**config.mk**
```make
export PLATFORM = sky130hd
export DESIGN_NAME = gcsf_queue
export DESIGN_NICKNAME = d
export VERILOG_FILES = /design/src/sv/gcsf_pkg.sv /design/src/sv/gcsf_queue.sv
export SDC_FILE = /design/constraint.sdc
export NUM_CORES = 1
export LEC_CHECK = 0
export BUFFER_PORTS_ARGS = -buffer_cell sky130_fd_sc_hd__buf_4
export CELL_PAD_IN_SITES_DETAIL_PLACEMENT = 0
export CELL_PAD_IN_SITES_GLOBAL_PLACEMENT = 1
export CORE_MARGIN = 2
export CORE_UTILIZATION = 46
export DETAILED_ROUTE_END_ITERATION = 10
export GPL_ROUTABILITY_DRIVEN = 1
export GPL_TIMING_DRIVEN = 0
export PLACE_DENSITY_LB_ADDON = 0.1
export SYNTH_ARGS = -nofsm -noshare
export SYNTH_HDL_FRONTEND = slang
export SYNTH_SLANG_ARGS = --single-unit
```
**constraint.sdc**
```tcl
create_clock -name clk -period 9.3 [get_ports clk]
set_input_delay 1.86 -clock clk [delete_from_list [all_inputs] [get_ports clk]]
set_output_delay 1.86 -clock clk [all_outputs]
set_load 0.02 [all_outputs]
```
**src/sv/gcsf_pkg.sv**
```systemverilog
// ----------------------------------------------------------------------------
// gcsf_pkg
// Shared types and constants of the channel seepage flux unit.
// ----------------------------------------------------------------------------
`default_nettype none

package gcsf_pkg;

  // Signed width that holds every head, point and perimeter without overflow.
  localparam int W = 36;

  // Depth of the queue between the front and the back.
  localparam int QDEPTH = 4;

  // Classified edge, handed from the front to the back.
  typedef struct packed {
    logic                gate;      // high point above low point
    logic                use_side;  // perimeter from the side slopes
    logic                neg;       // flow out of the channel
    logic signed [W-1:0] hi;
    logic signed [W-1:0] lim;
    logic signed [W-1:0] direct;
    logic [29:0]         base_half;
    logic [30:0]         slope;
    logic [31:0]         cond;
    logic [34:0]         mag;
    logic [30:0]         len;
    logic [30:0]         thick;
  } fr_t;

endpackage

`default_nettype wire

```
**src/sv/gcsf_queue.sv**
```systemverilog
// ----------------------------------------------------------------------------
// gcsf_queue
// Short first-in first-out queue between the classifier and the datapath.
// ----------------------------------------------------------------------------
`default_nettype none

module gcsf_queue import gcsf_pkg::*; (
  input  logic clk,
  input  logic rst,
  input  fr_t  wr_data,
  input  logic wr_valid,
  output logic wr_ready,
  output fr_t  rd_data,
  output logic rd_valid,
  input  logic rd_ready
);

  localparam int PW = $clog2(QDEPTH);

  fr_t             mem [QDEPTH];
  logic [PW-1:0]   wr_ptr, rd_ptr;
  logic [PW:0]     count;
  logic            push, pop;

  assign wr_ready = count != (PW+1)'(QDEPTH);
  assign rd_valid = count != '0;
  assign rd_data  = mem[rd_ptr];
  assign push     = wr_valid && wr_ready;
  assign pop      = rd_valid && rd_ready;

  always_ff @(posedge clk) begin
    if (rst) begin
      wr_ptr <= '0;
      rd_ptr <= '0;
      count  <= '0;
    end else begin
      if (push) wr_ptr <= wr_ptr + 1'b1;
      if (pop) rd_ptr <= rd_ptr + 1'b1;
      if (push && !pop) count <= count + 1'b1;
      else if (pop && !push) count <= count - 1'b1;
    end
    if (push) mem[wr_ptr] <= wr_data;
  end

endmodule

`default_nettype wire

```
### After elaboration in Yosys (flattened, before gate mapping)

Memory sizes are Yosys's and may differ from the RTL's. A register that Yosys moved wholly into a read port is not among the register bits.
Cells that the tools add are included.
W data, S select, Z words.

| operators by class | value |
|---|---|
| eq/ne operators | 1 |
| reductions and logical operators | 8 |
| mux-type cells | 6 |
| add/sub/neg operators | 4 |

Operators by type and width:

| cell | number |
|---|---|
| $mux W3 | 2 |
| $add A2 B1 Y2 const B | 2 |
| $logic_and A1 B1 Y1 | 4 |
| $mux W2 | 2 |
| $add A3 B1 Y3 const B | 1 |
| $ne A3 B3 Y1 const B | 1 |
| $reduce_bool A3 Y1 | 1 |
| $sub A3 B1 Y3 const B | 1 |
| $logic_not A1 Y1 | 2 |
| $mux W1 | 2 |
| $reduce_bool A2 Y1 | 1 |

| storage, ports and cells | value |
|---|---|
| logic and storage cells | 23 |
| output and inout port bits | 303 |
| memories kept | 1 |
| register bits after elaboration | 7 |
| RAM bits | 1204 |

Memories:

| name | depth | bits a word | rd ports | clocked after Yosys merged registers in | write ports | RTL line | text |
|---|---|---|---|---|---|---|---|
| mem | 4 | 301 | 1 | 1 | 1 | gcsf_queue.sv:20 | `fr_t mem [QDEPTH];` |

### Longest topological paths before layout

| logic depth | value |
|---|---|
| word-level depth | 6 |
| gate-level depth with buffers | 8 |
| mapped depth without buffers | 8 |

### Least setup slack after synthesis

Ideal clock, no wire load.

| timing | value |
|---|---|
| path kind | input -> register |
| start point | in wr_valid |
| end point | mem mem[2][0] (netlist bit), enable pin |
| slack | -391 ps |
| data arrival time | 8990 ps |
| buffers on the path | 0 |
| stages | 2 |
| library setup time | 701 ps |
| cells stage by stage | a21boi_2 -> and2_1 |

| on the way | value |
|---|---|
| longest elaborated chain between the ends | 3 |

RTL lines:

| item | RTL line | text |
|---|---|---|
| from (decl) | gcsf_queue.sv:11 | `input logic wr_valid,` |
| $logic_and A1 B1 Y1 | gcsf_queue.sv:28 | `assign push = wr_valid && wr_ready;` |
| $mux W1 | gcsf_queue.sv:42 | `if (push) mem[wr_ptr] <= wr_data;` |
| $mux W1 (not written as such) | gcsf_queue.sv:42 |  |
| to (decl) | gcsf_queue.sv:20 |  |

No other way between the ends.

==> out/results.tsv <==
metric	value	unit
path_clk_slew	0.06	ns
worst_hold_slack	0.529	ns
timing.setup.critical_path_class	flop to output pin	
netlist_area	44200	µm²
clkSinkCount	1213	
routed_wl	96200	µm
holdBufCountCts	0	
critical_path.cell_chain	clkbuf_1 -> buf_2 -> mux4_2 -> buf_4	
pin_count	608	
clk_path_buf_depth	3	
hold_viol	0	
post_synth_top_area_cell	sky130_fd_sc_hd__edfxtp_1	
layout_worst_path_cycle_share	50.4	%
buffer_ports.inserted	606	
netlist_instances	1620	
number_of_antenna_violations_at_the_first_check_in_global_routing	24	
clk-insertion-delay-late	0.71	ns
synth_warnings	0	
n_fill_cell	6920	
die_height	314	µm
most_common_cell_after_layout_fill_and_taps_aside	sky130_fd_sc_hd__edfxtp_1	
timing.critical_path.slowest_cell_delay	0.72	ns
die_area	98600	µm²
layout_setup_ws	4.61	ns
clock-skew-final	0.0239	ns
nNetsFinal	2695	
fin_cells	3749	
drtAntennaViolNets	0	
synth_nets	1931	
slew_viol_final	0	
yosys.area.top_type_share	81.8	%
post-cts-setup-buffers	0	
status	finished clean	
post_route_cells_drive_above_1_share	47.0	%
clock_tree_from_tritoncts	yes	
detailedRoute.firstIterationViolations	1504	
cts-htree-levels	4	
detail_route.first_pass.iterations	5	
timing.critical_path.slowest_stage_cell	sky130_fd_sc_hd__clkbuf_1	
max_freq	213	MHz
p_leak	18.4	nW
timing.critical_path.max_delay_family	buffers and inverters	
hold_class	flop to flop	
dp_worst_setup_slack	4.77	ns
area_growth_syn_to_layout	24.4	%
clock_buffer_count_from_cts	130	
min-delay-start	rd_ptr[0]$_SDFFE_PP0P_	
timing.critical_path.arrival	2.83	ns
dp_hpwl	62800	µm
slew-limit-headroom	36.1	%
pwr_density_cell	294	nW/µm²
yosysSeqAreaShare	82.2	%
start_kind	flop	
globalRoute.totalOverflow	0	
timing.rr.start	count[0]$_SDFFE_PP0P_	
grt_first_pass_wirelength	140000	µm
yosysUniqueCellTypes	24	
grt_pass1_vias	21200	
worst_pin_slew	0.958	ns
floorplan.die.width	314	µm
layout.cells.most_common_list	sky130_fd_sc_hd__edfxtp_1 (1204), sky130_fd_sc_hd__buf_4 (607), sky130_fd_sc_hd__mux4_2 (301)	
clockRootBuffer	sky130_fd_sc_hd__clkbuf_16	
worstSetupEndpointType	output pin	
via_count	19800	
crit_buf_inv	3	
netlist_top_cells_area	sky130_fd_sc_hd__edfxtp_1 (82%), sky130_fd_sc_hd__mux4_2 (15%), sky130_fd_sc_hd__buf_12 (1.4%)	
floorplan.core_area	95200	µm²
grt_setup_unrepaired	no	
initial_util	46.5	%
grt_max_degree	55	
gr-usage-all-layers	19.7	%
remaining_drc_errors	0	
cts-resized-gates	0	
numPlacedInstances	3517	
ys_ff_latch	1213	
final_setup_violation_count	0	
placementRows	113	
synthesis.area_per_instance	27.3	µm²
cp.required	7.44	ns
routed_wire_length_per_instance	25.7	µm
worstPathMaxFanout	10	
period_needed	4.69	ns
vias_per_cell	5.28	
place.gp.congestion	0.739	
vdd_drop_max	178	µV
maxCapViolCount	0	
==> cell usage after synthesis (all sizes together) <==
cell / count
fa: 1
o31ai: 1
edfxtp: 1204
mux2: 1
and2: 4
ha: 5
a21oi: 1
dfxtp: 9
clkbuf: 5
o311ai: 1
mux2i: 2
nand2b: 2
o21ai: 1
or3: 2
xor2: 4
buf: 63
nor2: 8
nand2: 1
mux4: 301
a21boi: 1
inv: 3
==> worst paths after layout <==
| kind | end | slack (ns) | depth (start not counted) |
|---|---|---|---|
| worst max-delay path | rd_data[126] | 4.61 | 4 |
| worst min-delay path | flop | 0.53 | 2 |
| worst max register to register | mem[0][222]$_DFFE_PP_ | 6.19 | 6 |
| worst min register to register | flop | 0.53 | 2 |
==> kinds of logic after synthesis <==
logic type / synth area share (%)
AOI/OAI and AO/OA: 0.0849
xor gates and xnor gates: 0.0792
adders and majority gates: 0.187
buffers and inverters: 1.89
DFF: 82.2
muxes: 15.4
and+or+nand+nor: 0.190
==> where the power goes <==
group	leakage (nW)	total (mW)	internal [mW]	switching, mW
Sequential	11.1	6.74	6.63	0.110
Clock	1.91	4.75	2.79	1.96
Combinational	5.38	4.66	2.18	2.48
Total	18.4	16.2	11.6	4.55
==> worst register-to-register path, delay by kind of cell (launching register included) <==
family | cells | cell delay [ns]
AO/OA/AOI/OAI | 1 | 0.36
buffers and inverters | 3 | 0.99
flip-flops | 1 | 0.46
AND/OR/NAND/NOR | 2 | 0.87
==> state kept, by name, summed over array words and instances, names as in the netlist, named ones only <==
name    cells
wr_ptr      2
count       3
mem      1204
rd_ptr      2
==> per-layer routing <==
layer,up-vias,track usage (%),part of all wire [%]
li1,8619,-,-
met1,10400,23.3,37
met2,556,32.9,52
met3,151,7.63,8.5
met4,34,6.68,2.4
met5,-,0,0.22
==> layout make-up <==
class	instances	area (µm²)	share of cell area, %
flip-flops and latches	1213	36300	66.1
well taps	1265	1580	2.88
repair buffers	632	5250	9.55
inverters	3	11.3	0.0205
multi-input cells	336	7060	12.8
plain buffers	68	823	1.50
diodes	7	17.5	0.0319
clock buffers	170	3490	6.34
clock inverters	55	429	0.780
==> metrics by stage <==
stage               util, %  instance area (µm²)  TNS, ns  power [mW]
floorplan                 -                44200        0        9.75
global placement       52.9                50400  -430.48        11.7
detailed placement     53.7                51100        0        11.6
CTS                    57.8                55000        0        16.4
global route           57.8                55000        0        16.8
finish                 57.8                55000        0        16.2
No activity file was read; power rests on OpenSTA's default activity.
