<file path="src/sv/gcsf_pkg.sv">
// ----------------------------------------------------------------------------
// gcsf_pkg
// Shared types and constants of the channel seepage flux unit.
// ----------------------------------------------------------------------------
`default_nettype none

package gcsf_pkg;

  // Signed width that holds every head, point and perimeter without overflow.
  localparam int W = 36;

  // Depth of the queue between the front and the back.
  localparam int QDEPTH = 4;

  // Classified edge, handed from the front to the back.
  typedef struct packed {
    logic                gate;      // high point above low point
    logic                use_side;  // perimeter from the side slopes
    logic                neg;       // flow out of the channel
    logic signed [W-1:0] hi;
    logic signed [W-1:0] lim;
    logic signed [W-1:0] direct;
    logic [29:0]         base_half;
    logic [30:0]         slope;
    logic [31:0]         cond;
    logic [34:0]         mag;
    logic [30:0]         len;
    logic [30:0]         thick;
  } fr_t;

endpackage

`default_nettype wire

</file>
<file path="src/sv/gcsf_item_if.sv">
// ----------------------------------------------------------------------------
// gcsf_item_if
// Channel carrying one edge description.
// ----------------------------------------------------------------------------
`default_nettype none

interface gcsf_item_if;
  logic               valid;
  logic               ready;
  logic [30:0]        edge_length;
  logic signed [31:0] mesh_surface_z;
  logic signed [31:0] mesh_bedrock_z;
  logic [30:0]        mesh_pond_depth;
  logic signed [31:0] mesh_water_head;
  logic signed [31:0] bank_z;
  logic signed [31:0] bed_z;
  logic [30:0]        base_width;
  logic [30:0]        side_slope;
  logic [31:0]        bed_conductivity;
  logic [30:0]        bed_thickness;
  logic [30:0]        channel_depth;

  modport source (output valid, edge_length, mesh_surface_z, mesh_bedrock_z,
                  mesh_pond_depth, mesh_water_head, bank_z, bed_z, base_width,
                  side_slope, bed_conductivity, bed_thickness, channel_depth,
                  input ready);
  modport sink (input valid, edge_length, mesh_surface_z, mesh_bedrock_z,
                mesh_pond_depth, mesh_water_head, bank_z, bed_z, base_width,
                side_slope, bed_conductivity, bed_thickness, channel_depth,
                output ready);
endinterface

`default_nettype wire

</file>
<file path="src/sv/gcsf_front.sv">
// ----------------------------------------------------------------------------
// gcsf_front
// Three-stage classifier: adjusts and clamps the heads, finds the high and
// low points of the wetted perimeter and the head difference.
// ----------------------------------------------------------------------------
`default_nettype none

module gcsf_front import gcsf_pkg::*; (
  input  logic        clk,
  input  logic        rst,
  gcsf_item_if.sink   items,
  output fr_t         fr_data,
  output logic        fr_valid,
  input  logic        fr_ready
);

  typedef struct packed {
    logic signed [W-1:0] head;
    logic signed [W-1:0] bank;
    logic signed [W-1:0] chan;
    logic signed [W-1:0] bedthick;
    logic signed [W-1:0] lo;
    logic signed [W-1:0] rock;
    logic signed [W-1:0] bed;
    logic [29:0]         base_half;
    logic [30:0]         slope;
    logic [31:0]         cond;
    logic [30:0]         len;
    logic [30:0]         thick;
  } fa_t;

  typedef struct packed {
    logic signed [W-1:0] head;
    logic signed [W-1:0] chan;
    logic signed [W-1:0] hi;
    logic signed [W-1:0] lo;
    logic signed [W-1:0] rock;
    logic signed [W-1:0] bed;
    logic [29:0]         base_half;
    logic [30:0]         slope;
    logic [31:0]         cond;
    logic [30:0]         len;
    logic [30:0]         thick;
  } fb_t;

  fa_t  a, a_next;
  fb_t  b, b_next;
  fr_t  c_next;
  logic va, vb;
  logic en;

  logic signed [W-1:0] surf, rock_in, pond, head_in, bank_in, bed_in;
  logic signed [W-1:0] depth, thick_in, h1, dh;

  assign en          = !fr_valid || fr_ready;
  assign items.ready = en;

  // Stage A: pond on the surface, bank raised, channel level, low point.
  always_comb begin
    surf     = W'(items.mesh_surface_z);
    rock_in  = W'(items.mesh_bedrock_z);
    head_in  = W'(items.mesh_water_head);
    bank_in  = W'(items.bank_z);
    bed_in   = W'(items.bed_z);
    pond     = signed'(W'(items.mesh_pond_depth));
    depth    = signed'(W'(items.channel_depth));
    thick_in = signed'(W'(items.bed_thickness));

    a_next.head      = (head_in == surf) ? head_in + pond : head_in;
    a_next.bank      = (bank_in < surf) ? surf : bank_in;
    a_next.chan      = bed_in + depth;
    a_next.bedthick  = bed_in - thick_in;
    a_next.lo        = (bed_in < rock_in) ? rock_in - bed_in : '0;
    a_next.rock      = rock_in;
    a_next.bed       = bed_in;
    a_next.base_half = items.base_width[30:1];
    a_next.slope     = items.side_slope;
    a_next.cond      = items.bed_conductivity;
    a_next.len       = items.edge_length;
    a_next.thick     = (items.bed_thickness == '0) ? 31'd1 : items.bed_thickness;
  end

  // Stage B: clamp the heads for the flow direction and pick the high point.
  always_comb begin
    h1 = (a.head < a.rock) ? a.rock : a.head;
    b_next.head      = a.head;
    b_next.chan      = a.chan;
    b_next.lo        = a.lo;
    b_next.rock      = a.rock;
    b_next.bed       = a.bed;
    b_next.base_half = a.base_half;
    b_next.slope     = a.slope;
    b_next.cond      = a.cond;
    b_next.len       = a.len;
    b_next.thick     = a.thick;
    if (a.head > a.chan) begin
      b_next.chan = (a.chan < a.rock) ? a.rock : a.chan;
      b_next.hi   = (a.bank < a.head) ? a.bank - a.bed : a.head - a.bed;
    end else begin
      b_next.head = (h1 < a.bedthick) ? a.bedthick : h1;
      b_next.hi   = (a.bank < a.chan) ? a.bank - a.bed : a.chan - a.bed;
    end
  end

  // Stage C: head difference, bedrock limit and the perimeter path.
  always_comb begin
    dh = b.head - b.chan;
    c_next.neg       = dh < 0;
    c_next.mag       = (dh < 0) ? 35'(-dh) : 35'(dh);
    c_next.lim       = b.hi + b.bed - b.rock;
    c_next.direct    = b.hi - b.lo;
    c_next.gate      = b.hi > b.lo;
    c_next.use_side  = b.lo == '0;
    c_next.hi        = b.hi;
    c_next.base_half = b.base_half;
    c_next.slope     = b.slope;
    c_next.cond      = b.cond;
    c_next.len       = b.len;
    c_next.thick     = b.thick;
  end

  always_ff @(posedge clk) begin
    if (rst) begin
      va       <= 1'b0;
      vb       <= 1'b0;
      fr_valid <= 1'b0;
    end else if (en) begin
      va       <= items.valid;
      vb       <= va;
      fr_valid <= vb;
    end
    if (en) begin
      a       <= a_next;
      b       <= b_next;
      fr_data <= c_next;
    end
  end

endmodule

`default_nettype wire

</file>
<file path="src/flat_wrapper.sv">
// flat-port wrapper written by rule: the top's interface ports become plain ports
module gcsf_front_flat import gcsf_pkg::*;
  (clk, rst, fr_data, fr_valid, fr_ready, items_valid, items_edge_length, items_mesh_surface_z, items_mesh_bedrock_z, items_mesh_pond_depth, items_mesh_water_head, items_bank_z, items_bed_z, items_base_width, items_side_slope, items_bed_conductivity, items_bed_thickness, items_channel_depth, items_ready);
  gcsf_item_if items_i ();
  input  logic clk;
  input  logic rst;
  output fr_t fr_data;
  output logic fr_valid;
  input  logic fr_ready;
  input wire logic [$bits(items_i.valid)-1:0] items_valid;
  input wire logic [$bits(items_i.edge_length)-1:0] items_edge_length;
  input wire logic [$bits(items_i.mesh_surface_z)-1:0] items_mesh_surface_z;
  input wire logic [$bits(items_i.mesh_bedrock_z)-1:0] items_mesh_bedrock_z;
  input wire logic [$bits(items_i.mesh_pond_depth)-1:0] items_mesh_pond_depth;
  input wire logic [$bits(items_i.mesh_water_head)-1:0] items_mesh_water_head;
  input wire logic [$bits(items_i.bank_z)-1:0] items_bank_z;
  input wire logic [$bits(items_i.bed_z)-1:0] items_bed_z;
  input wire logic [$bits(items_i.base_width)-1:0] items_base_width;
  input wire logic [$bits(items_i.side_slope)-1:0] items_side_slope;
  input wire logic [$bits(items_i.bed_conductivity)-1:0] items_bed_conductivity;
  input wire logic [$bits(items_i.bed_thickness)-1:0] items_bed_thickness;
  input wire logic [$bits(items_i.channel_depth)-1:0] items_channel_depth;
  output wire logic [$bits(items_i.ready)-1:0] items_ready;
  assign items_i.valid = items_valid;
  assign items_i.edge_length = items_edge_length;
  assign items_i.mesh_surface_z = items_mesh_surface_z;
  assign items_i.mesh_bedrock_z = items_mesh_bedrock_z;
  assign items_i.mesh_pond_depth = items_mesh_pond_depth;
  assign items_i.mesh_water_head = items_mesh_water_head;
  assign items_i.bank_z = items_bank_z;
  assign items_i.bed_z = items_bed_z;
  assign items_i.base_width = items_base_width;
  assign items_i.side_slope = items_side_slope;
  assign items_i.bed_conductivity = items_bed_conductivity;
  assign items_i.bed_thickness = items_bed_thickness;
  assign items_i.channel_depth = items_channel_depth;
  assign items_ready = items_i.ready;
  gcsf_front u_core (.clk(clk), .rst(rst), .items(items_i), .fr_data(fr_data), .fr_valid(fr_valid), .fr_ready(fr_ready));
endmodule
</file>
<file path="config.mk">
export PLATFORM = sky130hd
export DESIGN_NAME = gcsf_front_flat
export DESIGN_NICKNAME = d
export VERILOG_FILES = /design/src/sv/gcsf_pkg.sv /design/src/sv/gcsf_item_if.sv /design/src/sv/gcsf_front.sv /design/src/flat_wrapper.sv
export SDC_FILE = /design/constraint.sdc
export NUM_CORES = 2
export LEC_CHECK = 0
export CAP_MARGIN = 10
export CORE_ASPECT_RATIO = 1.2
export CORE_MARGIN = 2
export CORE_UTILIZATION = 40
export CTS_CLUSTER_SIZE = 40
export DETAILED_ROUTE_END_ITERATION = 8
export DONT_BUFFER_PORTS = 1
export SYNTH_ARGS = -nofsm -noshare
export SYNTH_HDL_FRONTEND = slang
export SYNTH_SLANG_ARGS = --single-unit
export TNS_END_PERCENT = 50
</file>
<file path="constraint.sdc">
create_clock -name clk -period 87.8 [get_ports clk]
set_clock_uncertainty 0.05 [all_clocks]
set_input_delay 17.56 -clock clk [delete_from_list [all_inputs] [get_ports clk]]
set_output_delay 17.56 -clock clk [all_outputs]
set_load 0.05 [all_outputs]
</file>
**Word level (Yosys, flattened, before mapping)**

Index checks and enable logic that the tools add are counted.

- Register bits: 1066
- Output and inout port bits: 303
- Logic and storage cells: 76

- Add/subtract/negate cells: 12
- Magnitude comparators: 10
- Eq/ne operators: 1
- Mux-type cells: 11
- Reductions and logical operators: 4

Operators with widths:

| cell | number |
|---|---|
| $mux W36 | 10 |
| $sub A36 B32 Y36 | 4 |
| $lt A36 B36 Y1 | 3 |
| $gt A36 B36 Y1 | 2 |
| $lt A36 B32 Y1 | 2 |
| $sub A36 B36 Y36 | 2 |
| $add A32 B32 Y33 | 2 |
| $sub A32 B32 Y33 | 2 |
| $lt A32 B32 Y1 | 2 |
| $add A36 B32 Y36 | 1 |
| $logic_not A36 Y1 | 1 |
| $lt A36 B1 Y1 const B | 1 |
| $mux W35 | 1 |
| $neg A35 Y35 | 1 |
| $eq A32 B32 Y1 | 1 |
| $logic_not A31 Y1 | 1 |
| $logic_not A1 Y1 | 1 |
| $logic_or A1 B1 Y1 | 1 |

**Logic depth before layout (Yosys ltp)**

- Word-level depth: 5
- Mapped depth: 25

**Least setup slack after synthesis**

OpenSTA, ideal clock, no wires.

- Path kind: input to output
- Start point: input fr_ready
- End point: output items_ready
- Arrival time: 42666 ps
- Path slack: 27524 ps
- Stages on the path: 1
- Path buffers: 0
- Cells stage by stage: nand2b_1

- Word-level cells in the longest chain between the ends: 1

Ends and longest elaborated chain:

| element | line | RTL |
|---|---|---|
| start, declared | flat_wrapper.sv:9 | `input logic fr_ready;` |
| $logic_or A1 B1 Y1 | gcsf_front.sv:55 | `assign en = !fr_valid \|\| fr_ready;` |
| end, declared | flat_wrapper.sv:23 | `output wire logic [$bits(items_i.ready)-1:0] items_ready;` |

Every way passes these cells.

**Worst setup path after layout**

Ends and elaborated chain as after synthesis.

==> impl_metrics.toml <==
[pwr]
p_leak_nw = 27.4
p_per_area_mw_per_mm2 = 33.0
peakVddDrop_v = 0.0000210

[cts]
htreeDepth = 3
holdBufCountCts = 0
clk_pin_slew_worst_paths_ps = 60
insertion_delay_ps = 770
clockBufferDepth = 3
clock-sinks = 1041
cts_buffers = 109
cts_resized = 0
cts_tree = "built"
cts_setup_buffers = 0
cts-root-buf = "clkbuf_16"

[yosys]
synth-main-ff-cell = "edfxtp_1"
syn-num-nets = 5995
async_flop_share_pct = 0
synth-simple-area-share_pct = 8.18
synthAdderAreaFrac_pct = 13.3
yosysUniqueCellTypes = 91
synth_compound_area_share_pct = 13.6
syn-cell-area_mm2 = 0.0590
synth_top_family_by_area = "compound AO/OA/AOI/OAI gates"
yosysSeqAreaShare_pct = 52.9
yosysWarningCount = 0
synth-edff-count = 1038
synth_xor_area_share_pct = 5.09
ys_ff_latch = 1041
syn_inst = 5014
postSynthAreaPerCell_um2 = 11.8
synthMuxAreaShare_pct = 2.55

[cells_and_area]
fin_util_pct = 44.6
fin_cells = 7117
area_growth_pct = 10.7
fin_nets = 6040
drive_gt1_share_pct = 6.64
final_common_cell = "edfxtp_1"
final_cell_mix = "edfxtp_1, inv_1, ha_1"
fill_cells = 13400

[floorplanning]
fp.dieW_um = 355
io_pins = 685
start_util_pct = 40.3
rows = 154
core_area_mm2 = 0.147
die_h_um = 425
die_area_mm2 = 0.151

[sta]
slew_headroom_pct = 23.4
setup_tns_ps = 0
rsz0062_at_grt = "no"
fmax_mhz = 28.1
min_period_ps = 35650
slew_viol_final = 0
post-route-period-util_pct = 40.6
hold_viol_final = 0
setup_viol = 0
worst_pin_slew_ps = 1150
worst_slack_ps = 52150

[drt]
drc = 0
vias = 38900
dr.pass1.iters = 8
wl_mm = 182
ant_nets = 0
via_per_inst = 5.47
drtIter0Drc = 2994
wire_per_inst_um = 25.6

[placed_design]
place_ws_ps = 52130
port_buffers = 0
place_inst = 6898
gp_congestion = 0.927
place_hpwl_mm = 148

[grt]
grt_pass1_vias = 39100
globalRoute.totalOverflow = 0
grt_max_degree = 156
grt_pass1_wl_mm = 259
track_usage_pct = 23.7
grt_antenna_before_repair = 19

[critical_path]
cp.required_ps = 70190
cp_cell_sequence = "nand2b_4"
path_buf_inv = 0
startpoint_type = "input pin"
arrival_ps = 18040
path_class = "in2out"
path_delay_family = "simple AND/OR/NAND/NOR gates"
critPathCaptureType = "output port"
crit_path_max_fanout = 4
critPathMaxStageDelay_ps = 370
path_depth = 1
r2r_cells = 18
worst_path_max_delay_cell = "nand2b_4"

[hold_path]
hold_path.class = "reg2reg"
min_path_cells = 0

[flow_run]
cap_violations = 0

[status]
status = "complete, no violations"
final timing paths:
kind | to | slack, ps | startpoint
min reg2reg | u_core.b[258] | 350 | u_core.a[258]
min | u_core.b[258] | 350 | u_core.a[258]
max reg2reg | u_core.b[369] | 80460 | u_core.a[202]
max | items_ready | 52150 | fr_ready
synthesized netlist by cell type, drive strengths merged, types with 10 or more instances:
master   instances  area, um^2
o31ai           20         155
nor2b           93         582
mux2i           64         641
a21o           185        1390
a21oi          347        1740
nand4           61         382
edfxtp        1038       31200
nor4            41         272
clkbuf          84         327
nor3            63         320
o21bai          46         345
xnor2          221        1940
nand3           70         355
o22ai           10        62.6
xor2           122        1070
o21a            61         458
a221o           28         280
a211oi          49         368
nand2          232         871
or3             19         125
nor2           251         942
a211o           12         106
mux2            77         867
a21boi          18         135
a221oi          20         175
o31a            12         106
buf             15        87.6
a2111oi         13         114
o21ai          275        1380
nand2b          50         313
or2             13        81.3
o211ai          20         150
ha             555        6940
a31oi           31         209
fa              44         881
and3            35         220
inv            577        2170
layout make-up:
class	instances	area (um^2)	share of cell area, %
Clock buffer	124	2810	4.29
Timing Repair Buffer	33	273	0.417
Antenna cell	15	37.5	0.0574
Multi-Input combinational cell	3296	25300	38.7
Clock inverter	80	1090	1.68
Sequential cell	1041	31200	47.8
Inverter	578	2170	3.32
Tap cell	1950	2440	3.73
per-layer routing:
layer	global-route usage [%]	wire, um
met1	28.3	74000
met2	40.6	88000
met3	5.21	12100
met4	10.7	8020
met5	0	58
registers in the layout (all words and copies together) (netlist names):
signal / cells
u_core.fr_valid: 1
u_core.vb: 1
u_core.fr_data: 301
u_core.va: 1
u_core.b: 354
u_core.a: 383
through the flow:
stage          hold WS, ps  instance area, um^2  power, mW
2_1_floorplan          350                59000       1.43
3_3_place_gp           350                61400       1.65
3_5_place_dp           355                61400       1.67
4_1_cts                354                65300       2.17
5_1_grt                365                65400       2.28
6_report               355                65400       2.16
power by group:
group / switching (mW) / internal [mW]
Combinational: 0.436 / 0.296
Clock: 0.204 / 0.297
Sequential: 0.232 / 0.691
Total: 0.872 / 1.28
cell families after synthesis:
family | count (synthesis)
mux | 141
compound gates | 1242
fa+ha+maj | 599
flops | 1041
buf+inv | 677
xor+xnor | 343
simple gates | 971
No activity file was read; power rests on OpenSTA's default activity.
